===== src/design/lzbd_pkg.sv =====
// lzbd_pkg: shared types and constants of the lz block decompressor
// used by every module under design/
package lzbd_pkg;

  localparam int HistBytes = 131072;
  localparam int HistAw    = $clog2(HistBytes);
  localparam int LaneBytes = 8;
  localparam logic [23:0] TailMargin = 24'd11;

  typedef enum logic [1:0] {
    PH_CWORD = 2'd0,
    PH_ITEM  = 2'd1,
    PH_TOKEN = 2'd2,
    PH_SKIP  = 2'd3
  } phase_t;

  typedef enum logic [1:0] {
    CMD_NONE  = 2'd0,
    CMD_LIT   = 2'd1,
    CMD_MATCH = 2'd2
  } cmd_kind_t;

  // one command from the parser to the copy engine
  typedef struct packed {
    cmd_kind_t   kind;
    logic [7:0]  lit;
    logic [17:0] off;
    logic [8:0]  len;
    logic        frame_start;
  } cmd_t;

  typedef enum logic [1:0] {
    BK_IDLE = 2'd0,
    BK_RUN  = 2'd1,
    BK_WAIT = 2'd2
  } back_state_t;

  function automatic logic [2:0] token_len(input logic [7:0] first);
    if (first[1:0] == 2'b00) begin
      token_len = 3'd1;
    end else if (first[1:0] != 2'b11) begin
      token_len = 3'd2;
    end else if (first[6:0] != 7'd3) begin
      token_len = 3'd3;
    end else begin
      token_len = 3'd4;
    end
  endfunction

endpackage


===== src/design/lzbd_fifo.sv =====
// lzbd_fifo: two-entry command queue between parser and copy engine
// depends on lzbd_pkg
module lzbd_fifo import lzbd_pkg::*; (
  input  logic clk,
  input  logic rst_n,
  input  logic wr_valid,
  output logic wr_ready,
  input  cmd_t wr_data,
  output logic rd_valid,
  input  logic rd_ready,
  output cmd_t rd_data
);

  cmd_t       mem_r [2];
  logic       wp_r, rp_r;
  logic [1:0] cnt_r;
  logic       wr, rd;

  assign wr_ready = cnt_r != 2'd2;
  assign rd_valid = cnt_r != 2'd0;
  assign rd_data  = mem_r[rp_r];
  assign wr = wr_valid && wr_ready;
  assign rd = rd_valid && rd_ready;

  always_ff @(posedge clk) begin
    if (wr) mem_r[wp_r] <= wr_data;
  end

  always_ff @(posedge clk) begin
    if (!rst_n) begin
      wp_r  <= 1'b0;
      rp_r  <= 1'b0;
      cnt_r <= '0;
    end else begin
      if (wr) wp_r <= ~wp_r;
      if (rd) rp_r <= ~rp_r;
      cnt_r <= cnt_r + {1'b0, wr} - {1'b0, rd};
    end
  end

endmodule


===== config.mk =====
export PLATFORM = sky130hd
export DESIGN_NAME = lzbd_fifo
export DESIGN_NICKNAME = d
export VERILOG_FILES = /design/src/design/lzbd_pkg.sv /design/src/design/lzbd_fifo.sv
export SDC_FILE = /design/constraint.sdc
export NUM_CORES = 1
export LEC_CHECK = 0
export ABC_AREA = 1
export BUFFER_PORTS_ARGS = -buffer_cell sky130_fd_sc_hd__buf_2
export CAP_MARGIN = 20
export CORE_AREA = 2 2 77 79
export DETAILED_ROUTE_END_ITERATION = 8
export DIE_AREA = 0 0 79 81
export PLACE_DENSITY = 0.83
export SLEW_MARGIN = 30
export SYNTH_ARGS = -nofsm -noshare
export SYNTH_HDL_FRONTEND = slang
export SYNTH_SLANG_ARGS = --single-unit

===== constraint.sdc =====
create_clock -name clk -period 4.28 [get_ports clk]
set_clock_uncertainty 0.1 [all_clocks]
set_input_delay 0.856 -clock clk [delete_from_list [all_inputs] [get_ports clk]]
set_output_delay 0.856 -clock clk [all_outputs]
set_load 0.005 [all_outputs]

### Word-level counts from Yosys, hierarchy flattened

Memory sizes are Yosys's and may differ from the RTL's. A register that Yosys moved wholly into a read port is not among the register bits.
Cells that the tools add are included.

| operators by class | value |
|---|---|
| reductions and logical operators | 3 |
| eq/ne operators | 1 |
| bitwise logic cells | 2 |
| add/sub/neg operators | 2 |
| mux-type cells | 4 |

Operators by type and width:

| cell | number |
|---|---|
| $mux 1 | 4 |
| $add 2x1->2 | 1 |
| $logic_and 1x1->1 | 2 |
| $ne 2x2->1 const B | 1 |
| $not 1->1 | 2 |
| $reduce_bool 2->1 | 1 |
| $sub 2x1->2 | 1 |

| storage, ports and cells | value |
|---|---|
| bits of input ports | 42 |
| memories | 1 |
| logic and storage cells | 16 |
| output and inout bits | 40 |
| bits in registers | 4 |
| memory bits (writable) | 76 |

Memories:

| name | words | bits a word | read ports | clocked after Yosys merged registers in | wr ports | line | text |
|---|---|---|---|---|---|---|---|
| mem_r | 2 | 38 | 1 | 1 | 1 | lzbd_fifo.sv:14 | `cmd_t mem_r [2];` |

### Longest topological paths before layout

| depth | value |
|---|---|
| depth after elaboration | 4 |
| gate-level depth with buffers | 11 |
| gate-level depth less buffers | 11 |

### Least setup slack after synthesis

No wires, ideal clock.

| timing | value |
|---|---|
| kind | input port to flip-flop |
| start point | input wr_valid |
| end point | memory mem_r[0][0] (netlist bit), enable pin |
| library setup time | 0.433 ns |
| arrival | 2.527 ns |
| slack | 1.220 ns |
| required time | 3.747 ns |
| cell stages on the path | 2 |
| cell sequence | nand2_1 -> nor2_1 |

| between the ends | value |
|---|---|
| longest elaborated chain between the ends | 3 |

Ends and longest elaborated chain:

| element | line | text |
|---|---|---|
| start, declared | lzbd_fifo.sv:6 | `input logic wr_valid,` |
| $logic_and 1x1->1 | lzbd_fifo.sv:22 | `assign wr = wr_valid && wr_ready;` |
| $mux 1 | lzbd_fifo.sv:26 | `if (wr) mem_r[wp_r] <= wr_data;` |
| $mux 1 (implied by the code) | lzbd_fifo.sv:26 |  |
| end, declared | lzbd_fifo.sv:14 |  |

No other way between the ends.

==> impl_metrics.ini <==
[critical_path]
critical_path.max_stage_delay_ps = 750
worst_setup_path_end_kind = output port
worst_setup_path_endpoint = rd_data[7]
timing.setup.critical_path_class = reg2out
regToRegSetupSlack_ps = 2210
worst_path_cell_trace = mux2_2 -> buf_2
critPathArrivalTime_ps = 1620
cp_max_fo = 38
r2r_cells = 5
r2r_end = mem_r[1][28]$_DFFE_PP_
timing.rr.start = cnt_r[0]$_SDFF_PN0_
crit_path_top_delay_cell = sky130_fd_sc_hd__dfxtp_4
timing.critical_path.required_ps = 3320
type_of_element_launching_the_critical_path = register

[worst_hold_path]
hold_path.class = reg2reg

[floorplanning]
core_area_mm2 = 0.00568
die_width_um = 79
start_util = 0.540
area_of_the_die_mm2 = 0.00640
die_height_um = 81
number_of_placement_rows = 28
floorplan.io_pins = 82

[route]
final_antenna_net_count = 0
num_vias = 1581
drt_pre_antenna_iters = 6
detailedRoute.firstIterationViolations = 76
post_detailed_routing_wire_length_um = 4860
wl_per_cell_um = 15.0
drcViolationCount = 0
avgViaCountPerCell = 4.88

[synthesis]
synth_top_cell_area_share = 0.745
ys_warn_count = 0
syn-instance-count = 154
synth_area_leader_cell = sky130_fd_sc_hd__edfxtp_1
synthesis.nets = 198
synth.area.top_cells = sky130_fd_sc_hd__edfxtp_1 74%, sky130_fd_sc_hd__mux2_4 9.8%, sky130_fd_sc_hd__mux2_2 6.6%
flop_and_latch_count_out_of_synthesis = 81
synth.yosys.seq_area_share = 0.777
avg_synthesized_cell_area_um2 = 19.9
netlist_area_before_placement_mm2 = 0.00306
netlist-cell-type-count = 12

[placed_design]
routabilityCongestion = 0.724
post_dp_cell_area_mm2 = 0.00357
dp.final_hpwl_um = 3280
buffer_ports.inserted = 81
placement.setup.worst_slack_ps = 1760

[cts]
numCtsBuffers = 9
post_cts.resized_instances = 0
cts.sinks = 81
cts_tree = built
cts.reportedPaths.clkPinSlew_ps = 70
cts.path.max_buffers = 2
clk_root_buffer_cell = sky130_fd_sc_hd__clkbuf_8
htree_levels = 3
post_cts_buffers = 0
clk-insertion-delay-late_ps = 330
cts.hold.buffers_added = 0

[layout]
mostFrequentLayoutCells = 81 x sky130_fd_sc_hd__buf_2, 76 x sky130_fd_sc_hd__edfxtp_1, 20 x sky130_fd_sc_hd__mux2_4, 18 x sky130_fd_sc_hd__mux2_2
nets = 288
final_design_area_no_fill_mm2 = 0.00377
area_growth_syn_to_layout_pct = 23.2
sequential_cell_area_mm2 = 0.00239
multi_input_gate_area_um2 = 624
insertedDiodeCount = 0
layout.filler_cells = 430
mostFrequentLayoutCell = sky130_fd_sc_hd__buf_2
final_layout_size_suffix_gt1_frac = 0.542

[grt]
grt_use_total = 0.157
grt-ovfl-total = 0
largest_net_degree_at_the_start_of_global_routing = 39
first_global_vias = 1577
antenna_found_initial = 0
first_pass_grt_wire_length_um = 7360

[pwr]
vdd.ir_drop.worst_mv = 0.367
power_density_mw_per_mm2 = 562
power_leakage_nw = 1.50

[timing]
finalSetupViolCount = 0
setup-tns-final_ps = 0
time_the_worst_path_needs_with_i_o_delays_and_setup_ps = 2580
maximum_achievable_frequency_mhz = 388
final-hold-violation-count = 0
max_slew_margin = 0.506
final-max-slew-violation-count = 0
timing_worst_slew_pin_value_ps = 741
post-route-period-util = 0.602
rsz_0062_raised_after_global_routing = no
worst_slack_ps = 1700
whs_ps = 427

[job]
maxCapViolations = 0

[status]
outcome = complete, no violations
==> Yosys cell counts <==
master                      n
sky130_fd_sc_hd__edfxtp_1  76
sky130_fd_sc_hd__buf_2      1
sky130_fd_sc_hd__nand3_1    3
sky130_fd_sc_hd__ha_1       2
sky130_fd_sc_hd__a21oi_1    2
sky130_fd_sc_hd__nor2_1     8
sky130_fd_sc_hd__mux2_4    20
sky130_fd_sc_hd__dfxtp_1    5
sky130_fd_sc_hd__inv_1      7
sky130_fd_sc_hd__buf_6      3
sky130_fd_sc_hd__nand2_1    9
sky130_fd_sc_hd__mux2_2    18
==> report_power, final <==
part / switching [mW] / internal (mW) / leakage, nW
registers: 0.0811 / 1.00 / 0.752
logic: 0.198 / 0.269 / 0.646
clock network: 0.240 / 0.329 / 0.102
==> final cells by class <==
class	instances	area share
multi-input cells	62	0.165
repair buffers	83	0.117
well taps	75	0.0249
clock inverters	3	0.0172
clock buffers	13	0.0368
inverters	7	0.00696
flip-flops and latches	81	0.632
==> flip-flops by register name, summed over array words and instances, names as in the netlist, named ones only <==
signal  count
cnt_r       2
mem_r      76
rp_r        1
wp_r        1
==> cell families after synthesis <==
logic type               Yosys count  share of synthesized area
AO/OA/AOI/OAI                      2                    0.00327
AND/OR/NAND/NOR                   20                     0.0257
adder cells (fa/ha/maj)            2                    0.00817
multiplexers                      38                      0.164
flip-flops                        81                      0.777
buffers and inverters             11                     0.0212
==> critical path, delay by kind of cell (launching register included) <==
kind / cells / cell delay, ps
buffers and inverters: 1 / 130
multiplexers: 1 / 420
flip-flops: 1 / 750
==> worst min path at each step <==
| stage | startpoint | endpoint | slack [ps] | cells after the start |
|---|---|---|---|---|
| finish | rp_r$_SDFFE_PN0P_ | rp_r$_SDFFE_PN0P_ | 430 | 2 |
| global route | rp_r$_SDFFE_PN0P_ | rp_r$_SDFFE_PN0P_ | 460 | 2 |
| CTS | rp_r$_SDFFE_PN0P_ | rp_r$_SDFFE_PN0P_ | 430 | 2 |
| detailed placement | rp_r$_SDFFE_PN0P_ | register | 410 | 2 |
| global placement | rp_r$_SDFFE_PN0P_ | rp_r$_SDFFE_PN0P_ | 380 | 2 |
| floorplan | rp_r$_SDFFE_PN0P_ | register | 370 | 2 |
==> through the flow <==
| step | util | instances | total power [mW] |
|---|---|---|---|
| after detailed placement | 0.629 | 308 | 1.58 |
| after global placement | 0.624 | 307 | 1.55 |
| after global routing | 0.665 | 324 | 2.23 |
| final | 0.665 | 324 | 2.12 |
| after CTS | 0.665 | 324 | 2.15 |
| after floorplan | - | 154 | 1.38 |
==> routing by layer <==
| metal | wire [um] | vias to the layer above | track usage |
|---|---|---|---|
| met3 | 173 | 9 | 0.0278 |
| met5 | 0 | - | 0 |
| met4 | 97 | 0 | 0.0983 |
| met2 | 2660 | 42 | 0.279 |
| li1 | - | 762 | - |
| met1 | 1940 | 768 | 0.177 |
Power figures use the tool's default switching activity.
