===== src/design/lzbd_pkg.sv =====
// lzbd_pkg: shared types and constants of the lz block decompressor
// used by every module under design/
package lzbd_pkg;

  localparam int HistBytes = 131072;
  localparam int HistAw    = $clog2(HistBytes);
  localparam int LaneBytes = 8;
  localparam logic [23:0] TailMargin = 24'd11;

  typedef enum logic [1:0] {
    PH_CWORD = 2'd0,
    PH_ITEM  = 2'd1,
    PH_TOKEN = 2'd2,
    PH_SKIP  = 2'd3
  } phase_t;

  typedef enum logic [1:0] {
    CMD_NONE  = 2'd0,
    CMD_LIT   = 2'd1,
    CMD_MATCH = 2'd2
  } cmd_kind_t;

  // one command from the parser to the copy engine
  typedef struct packed {
    cmd_kind_t   kind;
    logic [7:0]  lit;
    logic [17:0] off;
    logic [8:0]  len;
    logic        frame_start;
  } cmd_t;

  typedef enum logic [1:0] {
    BK_IDLE = 2'd0,
    BK_RUN  = 2'd1,
    BK_WAIT = 2'd2
  } back_state_t;

  function automatic logic [2:0] token_len(input logic [7:0] first);
    if (first[1:0] == 2'b00) begin
      token_len = 3'd1;
    end else if (first[1:0] != 2'b11) begin
      token_len = 3'd2;
    end else if (first[6:0] != 7'd3) begin
      token_len = 3'd3;
    end else begin
      token_len = 3'd4;
    end
  endfunction

endpackage


===== src/design/lzbd_parser.sv =====
// lzbd_parser: front part; gathers control words and tokens, issues commands
// depends on lzbd_pkg
module lzbd_parser import lzbd_pkg::*; (
  input  logic        clk,
  input  logic        rst_n,
  input  logic        in_valid,
  output logic        in_ready,
  input  logic [7:0]  data_byte,
  input  logic        frame_start,
  input  logic [23:0] output_size,
  output logic        cmd_valid,
  input  logic        cmd_ready,
  output cmd_t        cmd
);

  phase_t      phase_r, phase_nxt;
  logic [31:0] ctrl_r, ctrl_nxt;
  logic [31:0] tok_r, tok_nxt;
  logic [2:0]  gath_r, gath_nxt;
  logic [23:0] pos_r, pos_nxt;
  logic        tail_r, tail_nxt;

  logic [31:0] ctrl_c, tok_c, tok_full;
  logic [2:0]  gath_c;
  logic [23:0] pos_c;
  logic        tail_c;
  phase_t      phase_c;
  logic [17:0] m_off;
  logic [8:0]  m_len;
  logic [24:0] pos_sum;
  logic [23:0] room;
  logic        fire, issue;

  assign in_ready = cmd_ready;
  assign fire = in_valid && in_ready;

  // frame start clears state before the byte is used
  always_comb begin
    phase_c = frame_start ? PH_CWORD : phase_r;
    ctrl_c  = frame_start ? 32'd1 : ctrl_r;
    tok_c   = frame_start ? 32'd0 : tok_r;
    gath_c  = frame_start ? 3'd0 : gath_r;
    pos_c   = frame_start ? 24'd0 : pos_r;
    tail_c  = frame_start ? 1'b0 : tail_r;
  end

  always_comb begin
    tok_full = tok_c;
    unique case (gath_c[1:0])
      2'd0: tok_full[7:0]   = tok_c[7:0]   | data_byte;
      2'd1: tok_full[15:8]  = tok_c[15:8]  | data_byte;
      2'd2: tok_full[23:16] = tok_c[23:16] | data_byte;
      default: tok_full[31:24] = tok_c[31:24] | data_byte;
    endcase
  end

  // match decode of the full token (one byte forms land here too)
  logic [31:0] f;
  always_comb begin
    f = (phase_c == PH_TOKEN) ? tok_full : {24'd0, data_byte};
    if (f[1:0] == 2'b00) begin
      m_off = {12'd0, f[7:2]};
      m_len = 9'd3;
    end else if (f[1] == 1'b0) begin
      m_off = {4'd0, f[15:2]};
      m_len = 9'd3;
    end else if (f[0] == 1'b0) begin
      m_off = {8'd0, f[15:6]};
      m_len = {5'd0, f[5:2]} + 9'd3;
    end else if (f[6:0] != 7'd3) begin
      m_off = {1'b0, f[23:7]};
      m_len = {4'd0, f[6:2]} + 9'd2;
    end else begin
      m_off = {1'b0, f[31:15]};
      m_len = {1'b0, f[14:7]} + 9'd3;
    end
  end

  always_comb begin
    phase_nxt = phase_c;
    ctrl_nxt  = ctrl_c;
    tok_nxt   = tok_c;
    gath_nxt  = gath_c;
    pos_nxt   = pos_c;
    tail_nxt  = tail_c;
    issue     = 1'b0;
    cmd       = '0;
    cmd.frame_start = frame_start;
    cmd.off   = m_off;
    cmd.len   = m_len;
    pos_sum   = {1'b0, pos_c} + {1'b0, TailMargin};
    room      = output_size - pos_c;
    if (pos_c < output_size) begin
      unique case (phase_c)
        PH_CWORD: begin
          tok_nxt  = tok_full;
          gath_nxt = gath_c + 3'd1;
          if (gath_c == 3'd3) begin
            ctrl_nxt  = tok_full;
            tok_nxt   = '0;
            gath_nxt  = '0;
            phase_nxt = PH_ITEM;
          end
        end
        PH_SKIP: begin
          gath_nxt = gath_c + 3'd1;
          if (gath_c == 3'd3) begin
            gath_nxt  = '0;
            ctrl_nxt  = 32'h8000_0000;
            phase_nxt = PH_ITEM;
          end
        end
        PH_TOKEN: begin
          tok_nxt  = tok_full;
          gath_nxt = gath_c + 3'd1;
          if (gath_c + 3'd1 >= token_len(tok_full[7:0])) begin
            issue     = 1'b1;
            cmd.kind  = CMD_MATCH;
            tok_nxt   = '0;
            gath_nxt  = '0;
            ctrl_nxt  = ctrl_c >> 1;
          end
        end
        default: begin
          if (!tail_c && ctrl_c[0]) begin
            if (token_len(data_byte) == 3'd1) begin
              issue    = 1'b1;
              cmd.kind = CMD_MATCH;
              ctrl_nxt = ctrl_c >> 1;
            end else begin
              tok_nxt   = {24'd0, data_byte};
              gath_nxt  = 3'd1;
              phase_nxt = PH_TOKEN;
            end
          end else begin
            if (pos_sum >= {1'b0, output_size}) tail_nxt = 1'b1;
            issue    = 1'b1;
            cmd.kind = CMD_LIT;
            cmd.lit  = data_byte;
            cmd.len  = 9'd1;
            ctrl_nxt = ctrl_c >> 1;
          end
        end
      endcase
      if (issue) begin
        // parser tracks position so the tail rule can be applied up front
        if ({15'd0, cmd.len} > room) pos_nxt = output_size;
        else pos_nxt = pos_c + {15'd0, cmd.len};
        if (ctrl_nxt == 32'd1) phase_nxt = tail_nxt ? PH_SKIP : PH_CWORD;
        else phase_nxt = PH_ITEM;
      end
    end
    // frame start must reach the back end even without bytes
    cmd_valid = in_valid && (issue || frame_start);
  end

  always_ff @(posedge clk) begin
    if (!rst_n) begin
      phase_r <= PH_CWORD;
      ctrl_r  <= 32'd1;
      tok_r   <= '0;
      gath_r  <= '0;
      pos_r   <= '0;
      tail_r  <= 1'b0;
    end else if (fire) begin
      phase_r <= phase_nxt;
      ctrl_r  <= ctrl_nxt;
      tok_r   <= tok_nxt;
      gath_r  <= gath_nxt;
      pos_r   <= pos_nxt;
      tail_r  <= tail_nxt;
    end
  end

endmodule


===== config.mk =====
export PLATFORM = sky130hd
export DESIGN_NAME = lzbd_parser
export DESIGN_NICKNAME = d
export VERILOG_FILES = /design/src/design/lzbd_pkg.sv /design/src/design/lzbd_parser.sv
export SDC_FILE = /design/constraint.sdc
export NUM_CORES = 1
export LEC_CHECK = 0
export BUFFER_PORTS_ARGS = -buffer_cell sky130_fd_sc_hd__buf_4
export CAP_MARGIN = 20
export CORE_MARGIN = 10
export CORE_UTILIZATION = 50
export DETAILED_ROUTE_END_ITERATION = 10
export HOLD_SLACK_MARGIN = 0.02
export PLACE_DENSITY = 0.74
export SETUP_SLACK_MARGIN = 0.4
export SLEW_MARGIN = 5
export SYNTH_ARGS = -nofsm -noshare
export SYNTH_HDL_FRONTEND = slang
export SYNTH_SLANG_ARGS = --single-unit

===== constraint.sdc =====
create_clock -name clk -period 18.58 [get_ports clk]
set_input_delay 0.929 -clock clk [delete_from_list [all_inputs] [get_ports clk]]
set_output_delay 0.929 -clock clk [all_outputs]
set_load 0.02 [all_outputs]

# Word level (Yosys, flattened, before mapping)
# Index checks and enable logic that the tools add are counted.
# totals
ff_bits	94
latch_bits	0
ramBits	0
mem_bits_ro	0
in_bits	37
output_inout_bits	40
elab_cells	129
mem_count	0
# op_classes
n_addsub	7
n_mul	0
div_mod_pow	0
order_cmp	4
n_eq_ne	12
shift	0
mux	83
n_bitwise	4
n_reduce_logical	13
# op_table
cell	count
two-way mux 32 bit	15
one-hot mux 32 bit (3 select lines)	2
two-way mux 24 bit	4
two-way mux 9 bit	8
two-way mux 17 bit	4
two-way mux 3 bit	17
two-way mux 8 bit	6
equality test 32 x 1 -> 1 bit (second input constant)	1
bitwise OR 8 bit	4
adder 24 x 4 -> 25 bit (second input constant)	1
>= comparator 25 x 24 -> 1 bit	1
adder 24 x 9 -> 24 bit	1
greater-than comparator 9 x 24 -> 1 bit	1
< comparator 24 bit	1
subtractor 24 bit	1
two-way mux 2 bit	11
!= test 7 x 2 -> 1 bit (second input constant)	3
two-way mux 1 bit	11
zero test 2 bit	5
two-way mux 10 bit	1
adder 8 x 2 -> 9 bit (second input constant)	1
one-hot mux 2 bit (2 select lines)	2
adder 5 x 2 -> 6 bit (second input constant)	1
equality test 2 bit (second input constant)	3
other kinds (14)	18

# Longest topological paths before layout
# logic_depth
ltp_word	17
ltp_mapped	34
depth_no_buf	27

# Worst setup path before layout
# Ideal clock, no wire load.
# synth_timing
kind	input to register
start	input port frame_start
end	register pos_r[15]
setup_time_ns	0.095
t_arrival_ns	7.351
t_required_ns	18.485
slack_ns	11.133
stages	32
path_buffers	8
cell_sequence	inv_2 > buf_2 > buf_1 > buf_1 > buf_1 > buf_1 > nand2_1 > inv_1 > ha_1 > clkbuf_1 > clkbuf_1 > nor2_1 > nor2_1 > inv_1 > ha_1 > nand2_1 > nor3_1 > nand3_1 > clkbuf_1 > mux2i_1 > a211oi_1 > nor2_1 > ha_1 > a21oi_1 > o21ai_0 > a21o_1 > o211ai_1 > or4_4 > nor4_4 > nand2_4 > mux2i_1 > a221oi_1
# synth_via
elab_chain_len	16
elab_cells_between_ends	53
cone_classes	add/sub: 6; order compare: 3; eq/ne: 6; mux: 28; bitwise: 2; reduce/logical: 8
# synth_lines
element	line_no	rtl
from (decl)	lzbd_parser.sv:9	input logic frame_start,
two-way mux 3 bit or two-way mux 32 bit (tied branches)	lzbd_parser.sv:42, lzbd_parser.sv:41	
equality test 2 x 1 -> 1 bit (tied with other cells)	lzbd_parser.sv:49	unique case (gath_c[1:0])
two-way mux 8 bit	lzbd_parser.sv:49	
two-way mux 32 bit	lzbd_parser.sv:60	f = (phase_c == PH_TOKEN) ? tok_full : {24'd0, data_byte};
adder 8 x 2 -> 9 bit (tied with other cells)	lzbd_parser.sv:75	m_len = {1'b0, f[14:7]} + 9'd3;
two-way mux 9 bit	lzbd_parser.sv:70	end else if (f[6:0] != 7'd3) begin
two-way mux 9 bit	lzbd_parser.sv:67	end else if (f[0] == 1'b0) begin
two-way mux 9 bit	lzbd_parser.sv:64	end else if (f[1] == 1'b0) begin
two-way mux 9 bit	lzbd_parser.sv:61	if (f[1:0] == 2'b00) begin
two-way mux 9 bit	lzbd_parser.sv:125	if (!tail_c && ctrl_c[0]) begin
two-way mux 9 bit	lzbd_parser.sv:94	unique case (phase_c)
two-way mux 9 bit	lzbd_parser.sv:93	if (pos_c < output_size) begin
adder 24 x 9 -> 24 bit or greater-than comparator 9 x 24 -> 1 bit (tied branches)	lzbd_parser.sv:148, lzbd_parser.sv:147	
two-way mux 24 bit	lzbd_parser.sv:147	if ({15'd0, cmd.len} > room) pos_nxt = output_size;
two-way mux 24 bit	lzbd_parser.sv:145	if (issue) begin
two-way mux 24 bit *	lzbd_parser.sv:93	
to (signal assigned)	lzbd_parser.sv:170	pos_r <= pos_nxt;
to (decl)	lzbd_parser.sv:20	logic [23:0] pos_r, pos_nxt;
# Every way passes the cells marked *; elsewhere a longest branch is shown, timed or not. The select of a mux whose other input is x is not followed.
# A chain may end at the register's enable or synchronous reset.

# Worst setup path after layout
# layout_timing
start	input port frame_start
end	register pos_r[9]
# Same word-level chain as after synthesis.

==> metrics.md <==
| Metric | Value |
|---|---|
| DRC viols | `0` |
| Clock Pin Slew Worst Setup and Hold Paths | `~0.070 ns` |
| Rows | `52` |
| Area growth, synth to finish | `9.23%` |
| Synth Flop Type | `dfxtp_1` |
| RSZ-0062 raised after global routing | `false` |
| Leak | `between 4 and 5 nW` |
| Vias in the first global route | `approximately 10,000` |
| Clock buffer depth | `2` |
| Maximum VDD drop | `between 0.00004 and 0.00005 V` |
| Max frequency | `0.127 GHz` |
| Critical path class | `input port to flip-flop` |
| Sequential share of the synthesized area | `0.183` |
| Reg power frac | `0.391` |
| Post-synth EDFFs | `0` |
| Die height | `163 um` |
| Total core area | `between 0.02 and 0.025 sq mm` |
| Crit path max-delay family | `simple AND/OR/NAND/NOR gates` |
| Synthesized area | `between 0.01 and 0.015 sq mm` |
| Initial antenna violation count | `0` |
| Internal | `roughly 350 uW` |
| DRT Pass-1 Iters | `8` |
| CP Max Fanout | `approximately 70` |
| Final instance area | `between 0.01 and 0.015 sq mm` |
| Critical Path AT | `8.17 ns` |
| Syn Area/Cell | `6.97 sq um` |
| Global Route Usage Sum | `0.259` |
| Max Slew Vio Count | `0` |
| Combinational power share | `0.231` |
| CTS tree | `yes` |
| Clock network power share | `0.378` |
| Initial Util | `0.508` |
| Number of buffers added on ports | `75` |
| Global route total overflow | `0` |
| Dpl hpwl | `around 27 mm` |
| Final Cycle Share | `0.425` |
| Top Layer Used | `met4` |
| Routed vias/inst | `about 6.5` |
| Die Area | `about 0.027 sq mm` |
| Global-route wire length before repair | `57.1 mm` |
| Count of final setup violators | `0` |
| # IOs | `77` |
| Dpl ws | `10.15 ns` |
| Final hold violation count | `0` |
| Element type at the critical path end | `flip-flop` |
| Most frequent CP cell | `nand4_1` |
| Largest net degree at the start of global routing | `95` |
| Post-Synthesis Cells | `1,475` |
| Worst hold-check path type | `flip-flop to flip-flop` |
| Status | `finished, final reports clean` |
| Max Clock Skew | `between 0.01 and 0.015 ns` |
| Ordered cell list for the critical path | `buf_4 -> inv_2 -> buf_4 -> nand2_1 -> ha_1 -> nand2_1 -> and2_1 -> a21oi_2 -> nand4_1 -> o21ai_0 -> a21oi_1 -> or2_2 -> nor2_1 -> ha_1 -> nand3_1 -> or4_1 -> o31ai_1 -> nor4_1 -> nand4_1 -> nor4_1 -> nand4_1 -> nor3_2 -> o21ai_0 -> a221oi_2` |
| Slew margin rel. | `0.237` |
| Routed Antenna Nets | `0` |
| Min Clock Period, post-route | `7.90 ns` |
| Die X | `163 um` |
| TNS Setup | `0 ns` |
| R2r setup slk | `about 12 ns` |
| Root Buffer | `clkbuf_16` |
| Worst Hold Margin | `~0.45 ns` |
| Antenna diodes | `0` |
| Total CTS buffers | `9` |
| Post-synthesis register bit count | `94` |
| Post-CTS sizing | `0` |
| CP Data Required Time | `about 19 ns` |
| Max cap viols | `0` |
| Syn Nets | `1,600` |
| CP max-delay cell | `a21oi_2` |
| Final GP Congestion | `a little under 1` |
| Avg WL per Cell | `20.3 um` |
| Pwr/cell area | `46.4 mW/mm^2` |
| Worst Max-Slew Pin Slew | `1.13 ns` |
| H-tree lvl count | `3` |
| Sw frac | `0.321` |
| CTS sink cnt | `94` |
| Layout Nets | `1,611` |
| Library cells used by synthesis | `88` |
| Routed vias | `roughly 11,000` |
| Slowest stage delay, CP | `0.81 ns` |
| Post-CTS Setup Bufs | `0` |
| Skew-Pair Late Insertion Delay | `about 0.36 ns` |
| Routed wl met3 | `4.27 mm` |
| FILL cells | `1,996` |
| Crit start category | `input port` |
| Post-CTS Hold Buffers | `0` |
| Switching power | `between 150 and 200 uW` |
| Met2 wire len | `15.0 mm` |
| Buf/Inv on CP | `3` |
| DRT Wirelength | `around 36 mm` |
| Async SR Flop Fraction | `0` |
| Warnings from Yosys | `0` |
| Final worst slack | `roughly 11 ns` |
| Detailed Route Iter0 Violations | `1,490` |
| Wl on met1 | `around 16 mm` |
| Cell Area, Placed | `roughly 0.011 sq mm` |
| Share of layout cells above drive strength 1 | `0.0905` |
[area by class of cell]
type / instances / area, sq um / share of cell area
multi-input combinational: 1218 / 7750 / 0.690
clock inverter: 5 / 67.6 / 0.00602
tap: 270 / 338 / 0.0301
inverter: 76 / 285 / 0.0254
sequential: 94 / 1880 / 0.168
clock buffer: 11 / 243 / 0.0216
timing repair buffer: 87 / 661 / 0.0588
[routing by layer]
layer  global-route usage  up-vias
met2                0.380      680
met1                0.375     5348
li1                     -     5358
met5                    0        -
met4               0.0566        0
met3               0.0597       67
[registers in the layout, indices dropped and copies added (netlist names)]
signal,cells
ctrl_r,32
gath_r,3
tok_r,32
tail_r,1
phase_r,2
pos_r,24
[cell usage after synthesis, types with 8 or more instances]
cell type,number,share of area
nor2_1,157,0.057
nand2_1,148,0.054
a21oi_1,123,0.060
dfxtp_1,94,0.18
ha_1,86,0.10
o21ai_0,80,0.039
inv_1,74,0.027
clkbuf_1,66,0.024
nor2b_1,64,0.039
nand3_1,58,0.028
a22oi_1,49,0.036
xnor2_1,40,0.034
nor3_1,32,0.016
nand4_1,31,0.019
a21o_1,26,0.019
o21ai_1,23,0.011
and2_1,22,0.013
a22o_1,20,0.017
and3_1,17,0.010
or3_1,16,0.0097
nor4_1,14,0.0085
xor2_1,14,0.012
mux2i_1,13,0.013
nand2b_1,13,0.0079
o22ai_1,11,0.0067
a211oi_1,10,0.0073
a222oi_1,9,0.0088
a31oi_1,9,0.0055
o211ai_1,8,0.0058
o21a_1,8,0.0058
[through the flow]
stage          utilization  cells  power [mW]
2_1_floorplan            -   1475       0.289
3_3_place_gp         0.539   1744       0.324
3_5_place_dp         0.539   1744       0.325
4_1_cts              0.554   1760       0.518
5_1_grt              0.555   1761       0.539
6_report             0.555   1761       0.521
[worst min-delay path: stages (launching register included)]
cell	delay, ns
dfxtp_1	0.31
nand3_1	0.06
nand2_1	0.04
[layout by cell type, fill, tap and decap left out, drive strengths merged, types with 58 or more instances in the layout]
cell type and n:
buf 87, dfxtp 94, ha 86, inv 76, a21oi 125, nand3 58
nor2b 64, nand2 149, nor2 158, o21ai 103
[logic make-up after synthesis]
kind of cell / count (synthesis) / share of synthesized area
fa+ha+maj: 88 / 0.109
simple gates: 611 / 0.298
flops: 94 / 0.183
mux: 17 / 0.0170
buf+inv: 163 / 0.0635
other cells: 1 / 0.000365
compound gates: 447 / 0.284
xor+xnor: 54 / 0.0460
[worst paths after layout]
kind	startpoint	to	cells after the start
max	frame_start	pos_r[9]	24
min	tok_r[19]	tok_r[19]	2
max reg2reg	gath_r[0]	pos_r[9]	21
min reg2reg	tok_r[19]	tok_r[19]	2
[power by group through the flow]
stage               sequential (mW)  combinational, mW  clock (mW)
finish                        0.203              0.121       0.197
CTS                           0.203              0.117       0.198
detailed placement            0.208              0.116           0
floorplan                     0.208             0.0808           0
global placement              0.208              0.116           0
global route                  0.204              0.131       0.205
Note: power is estimated with default switching activity, not from simulation.
